--- config.mk ---
export PLATFORM = sky130hd
export DESIGN_NAME = bist_ctrl
export DESIGN_NICKNAME = d
export VERILOG_FILES = /design/src/sv/bist_pkg.sv /design/src/sv/bist_ctrl.sv
export SDC_FILE = /design/constraint.sdc
export NUM_CORES = 1
export LEC_CHECK = 0
export BUFFER_PORTS_ARGS = -buffer_cell sky130_fd_sc_hd__buf_2
export CORE_MARGIN = 2
export CORE_UTILIZATION = 52
export CTS_BUF_LIST = sky130_fd_sc_hd__clkbuf_4
export CTS_CLUSTER_SIZE = 14
export DETAILED_ROUTE_END_ITERATION = 12
export PLACE_DENSITY_LB_ADDON = 0.25
export SETUP_SLACK_MARGIN = 0.4
export SYNTH_ARGS = -nofsm -noshare
export SYNTH_HDL_FRONTEND = slang
export SYNTH_SLANG_ARGS = --single-unit
--- constraint.sdc ---
create_clock -name clk -period 2.01 [get_ports clk]
set_input_delay 0.3015 -clock clk [delete_from_list [all_inputs] [get_ports clk]]
set_output_delay 0.3015 -clock clk [all_outputs]
set_load 0.02 [all_outputs]
--- src/sv/bist_pkg.sv ---
// Package for the skeleton thinning block: shared types, codes and the
// Zhang-Suen neighborhood test. No dependencies.
package bist_pkg;

	localparam int ACT_W = 2;
	localparam int CNT_W = 16;
	localparam int DIM_W = 9;

	typedef enum logic [ACT_W-1:0] {
		ACT_WRITE = 2'd0,
		ACT_THIN  = 2'd1,
		ACT_READ  = 2'd2,
		ACT_NONE  = 2'd3
	} action_t;

	localparam logic [0:0] REG_WIDTH  = 1'd0;
	localparam logic [0:0] REG_HEIGHT = 1'd1;

	// Controller to datapath commands
	typedef struct packed {
		logic clr_img;     // image store clear sweep step
		logic load_req;    // latch request fields
		logic host_wr;     // host pixel write
		logic host_rd;     // host pixel read issue
		logic rd_cap;      // capture read data into result
		logic thin_start;  // reset iteration count
		logic iter_start;  // clear changed flag
		logic judge;       // one judge step
		logic judge_init;  // reset scan position
		logic apply;       // one apply step
		logic iter_done;   // count iteration
		logic phase;       // sub-pass select
	} cmd_t;

	// Datapath to controller status
	typedef struct packed {
		logic clr_last;
		logic scan_last;
		logic changed;
		logic tiny;
	} sts_t;

	// Zhang-Suen mark test; n[0]=P2 ... n[7]=P9
	function automatic logic zs_mark(input logic p1, input logic [7:0] n,
			input logic phase);
		logic [3:0] b;
		logic [3:0] a;
		logic m1, m2;
		b = '0;
		a = '0;
		for (int k = 0; k < 8; k++) begin
			b = b + 4'(n[k]);
			a = a + 4'(!n[k] && n[(k + 1) % 8]);
		end
		if (!phase) begin
			m1 = n[0] & n[2] & n[4];
			m2 = n[2] & n[4] & n[6];
		end else begin
			m1 = n[0] & n[2] & n[6];
			m2 = n[0] & n[4] & n[6];
		end
		return p1 && (a == 4'd1) && (b >= 4'd2) && (b <= 4'd6) && !m1 && !m2;
	endfunction

endpackage

--- src/sv/bist_ctrl.sv ---
// Controller state machine of the thinning block: handshake, clear sweep,
// sub-pass sequencing. Depends on bist_pkg.
module bist_ctrl (
	input  logic            clk,
	input  logic            arst_n,
	input  logic            in_valid,
	input  logic [1:0]      in_action,
	output logic            in_ready,
	output logic            out_valid,
	input  logic            out_ready,
	input  bist_pkg::sts_t  sts,
	output bist_pkg::cmd_t  cmd
);
	import bist_pkg::*;

	typedef enum logic [6:0] {
		S_CLEAR = 7'b000_0001,
		S_IDLE  = 7'b000_0010,
		S_RD    = 7'b000_0100,
		S_JUDGE = 7'b000_1000,
		S_APPLY = 7'b001_0000,
		S_ITER  = 7'b010_0000,
		S_DRAIN = 7'b100_0000
	} state_t;

	state_t state_q, state_d;
	logic   phase_q, phase_d;
	logic   ov_q, ov_d;
	logic   acc;

	// Output register frees when taken
	assign out_valid = ov_q;
	assign in_ready  = (state_q == S_IDLE) && (!ov_q || out_ready);
	assign acc       = in_valid && in_ready;

	always_comb begin
		state_d = state_q;
		phase_d = phase_q;
		ov_d    = ov_q && !out_ready;
		cmd     = '0;
		cmd.phase = phase_q;
		unique case (state_q)
			S_CLEAR: begin
				cmd.clr_img = 1'b1;
				if (sts.clr_last)
					state_d = S_IDLE;
			end
			S_IDLE: begin
				if (acc) begin
					cmd.load_req = 1'b1;
					unique case (action_t'(in_action))
						ACT_WRITE: begin
							cmd.host_wr = 1'b1;
							ov_d = 1'b1;
						end
						ACT_READ: begin
							cmd.host_rd = 1'b1;
							state_d = S_RD;
						end
						ACT_THIN: begin
							cmd.thin_start = 1'b1;
							cmd.iter_start = 1'b1;
							cmd.judge_init = 1'b1;
							phase_d = 1'b0;
							state_d = S_JUDGE;
						end
						default: ov_d = 1'b1;
					endcase
				end
			end
			// read data is on the RAM output now
			S_RD: begin
				cmd.rd_cap = 1'b1;
				ov_d = 1'b1;
				state_d = S_IDLE;
			end
			S_JUDGE: begin
				if (sts.tiny) begin
					state_d = S_ITER;
				end else begin
					cmd.judge = 1'b1;
					if (sts.scan_last) begin
						cmd.judge_init = 1'b1;
						state_d = S_DRAIN;
					end
				end
			end
			S_DRAIN: begin
				// last mark write lands before apply reads
				cmd.apply = 1'b0;
				state_d = S_APPLY;
			end
			S_APPLY: begin
				cmd.apply = 1'b1;
				if (sts.scan_last) begin
					cmd.judge_init = 1'b1;
					if (phase_q) begin
						state_d = S_ITER;
					end else begin
						phase_d = 1'b1;
						state_d = S_JUDGE;
					end
				end
			end
			S_ITER: begin
				cmd.iter_done = 1'b1;
				phase_d = 1'b0;
				cmd.judge_init = 1'b1;
				if (sts.changed && !sts.tiny) begin
					cmd.iter_start = 1'b1;
					state_d = S_JUDGE;
				end else begin
					ov_d = 1'b1;
					state_d = S_IDLE;
				end
			end
			default: state_d = S_IDLE;
		endcase
	end

	always_ff @(posedge clk or negedge arst_n) begin
		if (!arst_n) begin
			state_q <= S_CLEAR;
			phase_q <= 1'b0;
			ov_q    <= 1'b0;
		end else begin
			state_q <= state_d;
			phase_q <= phase_d;
			ov_q    <= ov_d;
		end
	end
endmodule

==> results.md <==
* TritonCTS clock tree: yes
* Crit Path Max Fanout at 4
* Failing checks: negative setup slack
* Clock Path Buffers at 2
* Post-Route Utilization at 95.12%
* Yosys warning total at 0
* Clk Latency, worst-skew pair at 0.28 ns
* DIE AREA at 1801 um2
* Pin count of the biggest net entering global routing at 11
* EDFF count, synth at 0
* Final Cycle Share at 102.9%
* Post-synth top cells: nor2_1, dfrtp_1, nor2b_1
* Status: finished, violations left
* Post-synthesis sequential area ratio at 29.48%
* Min Clock Period, post-route at 2.068 ns
* VDD IR-drop max at 0.0007565 V
* Top FF cell, synth: dfrtp_1
* Reg2reg end: state_q[1]
* Synth unique cells at 37
* Number of setup violations in the final report at 5
* Slowest cell delay on critical path at 0.45 ns
* Top-level I/O count at 24
* GRT Resource Usage Total at 31.94%
* Hold Fails Final Rpt at 0
* WP data arrival at 1.77 ns
* RR Startpoint: state_q[1]
* Routed Antenna Nets at 0
* Post-route cell area at 1269 um2
* Power Density at 1093 nW/um2
* Max stage delay cell, worst path: dfrtp_2
* Fmax achieved at 483.4 MHz
* First-pass GRT wire length at 4326 um
* Share of the synthesized area in the top cell type at 26.06%
* Via density at 6.867
* Fin nets at 149
* Synth area leader: dfrtp_1
* Synth top area cells: dfrtp_1, nor2b_1, nor2_1
* Layout cell share with drive strength beyond 1 at 62.96%
* Skew final at 0.01114 ns
* CP required at 1.71 ns
* Worst Setup Path Type: flop to output port
* Least-Margin Pin Slew at 0.5440 ns
* Crit path to: cmd[3]
* Reg2reg path depth at 6
* Crit-path cells: buf_12 -> nor4_4 -> and4b_2 -> o21ai_2 -> nand2_2 -> buf_6
* Wirelength, routed at 3474 um
* P&R area growth vs syn at 65.15%
* Max Slew Vio Count at 0
* Post-synthesis net count at 107
* RePlAce Congestion at 0.8662
* Hold WS at 0.1848 ns
* CTS sink cnt at 9
* Grt ovf at 0
* Row count at 13
* Register bit count reported by yosys at 9
* Initial antenna violation count at 0
* Clk slew on worst S/H paths at 0.08 ns
* Worst Setup End Kind: output port
* Max-cap check violation count at 0
* CP startpoint: state_q[4]
* Via count at 1030
* WL per Instance at 23.16 um
* Antenna cells at 0
* Number of global-route vias before repair at 879
* Setup repair after global routing missed its margin: yes
* Mapped cell area at 768.2 um2
* DP Wirelength at 1513 um
* Drc violations at 0
* CTS Buf Count at 3
* Root buf cell: clkbuf_4
* Core ar. at 1334 um2
* Mapped Cells at 94
* Place WS at 0.1261 ns
* Dominant cell by count in the synthesized netlist: nor2_1
* Die Wd at 42.44 um
* DRT iter0 DRCs at 53
* DRT Pass-1 Iters at 4
* Startpoint types: flop
* Placed cell area at 929.6 um2
* Die Span Y at 42.44 um
* Relative slew slack at 63.40%
* Final worst slack at -0.05847 ns
* Async set-reset flop share out of synthesis at 100.0%
* Starting Density at 57.60%
* PortBufs at 23
* H-tree depth at 1
* LEAKAGE at 0.5879 nW
* R2R Setup Slk at 0.05 ns
* Syn_area_per_cell at 8.173 um2
* Hold crit path type: input pin to flop
[power breakdown]
| group | total [mW] | switching [mW] | internal, mW |
|---|---|---|---|
| registers | 0.291 | 0.0706 | 0.220 |
| logic | 0.918 | 0.495 | 0.423 |
| clock network | 0.178 | 0.0877 | 0.0906 |
[metrics by stage]
step / setup TNS (ns) / instances / total power, mW
CTS: 0 / 140 / 1.107
global placement: 0 / 127 / 0.8150
detailed placement: 0 / 127 / 0.8253
global route: -0.8671 / 150 / 1.435
floorplan: 0 / 94 / 0.6890
finish: -0.1604 / 150 / 1.387
[repair_timing]
item,in CTS,in global routing
pin swaps,5,9
hold buffers,1,0
gates cloned,0,0
endpoints found under the hold margin,8,0
buffers inserted,8,10
resized for setup,23,21
setup endpoints to repair,17,17
[how the worst min path moves through the flow]
stage	endpoint	from	cells after the start	slack, ns
2_1_floorplan	out_valid	arst_n	0	0.006
3_3_place_gp	state_q[4]	arst_n	1	0.16
3_5_place_dp	state_q[4]	arst_n	1	0.16
4_1_cts	state_q[0]	sts[3]	2	0.16
5_1_grt	state_q[0]	sts[3]	2	0.18
6_report	state_q[0]	sts[3]	2	0.18
[registers in the layout (all words and copies together) (netlist names)]
name       count
state_q        7
out_valid      1
phase_q        1
[metal layers]
| metal | GRT usage, % | vias to the layer above | wire length (um) |
|---|---|---|---|
| met1 | 41.44 | 481 | 1225 |
| met3 | 3.879 | 33 | 371 |
| met4 | 16.25 | 0 | 229 |
| met5 | 0 | - | 0 |
| li1 | - | 426 | - |
| met2 | 51.69 | 90 | 1648 |
[critical path, delay by kind of cell (launching register included)]
kind | cells | cell delay, ns
flip-flops | 1 | 0.45
buffers and inverters | 2 | 0.25
AO/OA/AOI/OAI | 1 | 0.07
AND/OR/NAND/NOR | 3 | 0.72
[cell families after synthesis]
logic type	share of synthesized area (%)
AO/OA/AOI/OAI	14.01
flip-flops	29.48
XOR/XNOR	1.140
multiplexers	1.303
adder cells (fa/ha/maj)	4.887
buffers and inverters	7.328
AND/OR/NAND/NOR	41.86
[layout by cell type (no fill, tap or decap), types with 2 or more instances in the layout]
cell      Yosys  layout
and2_4        0       3
and3_4        0       2
buf_2         0      17
buf_4         3      18
buf_6         1       7
clkbuf_4      0       4
dfrtp_1       8       2
dfrtp_2       0       6
ha_1          3       3
inv_1         3       3
nand2_1       5       4
nand4_1       2       2
nand4b_1      3       3
nor2_1       13       8
nor2_4        0       4
nor2b_1       8       6
nor2b_2       0       2
nor3_1        5       3
nor3_4        0       2
nor3b_2       0       2
nor4_1        3       2
o21ai_1       3       2
o21ai_2       0       2
[layout make-up]
class                           count  area (um2)
Multi-Input combinational cell     75       645.6
Timing Repair Buffer               44       329.1
Sequential cell                     9       234.0
Fill cell                          42       65.06
Clock buffer                        4       30.03
Tap cell                           15       18.77
Inverter                            3       11.26
Note: power is estimated with default switching activity, not from simulation.
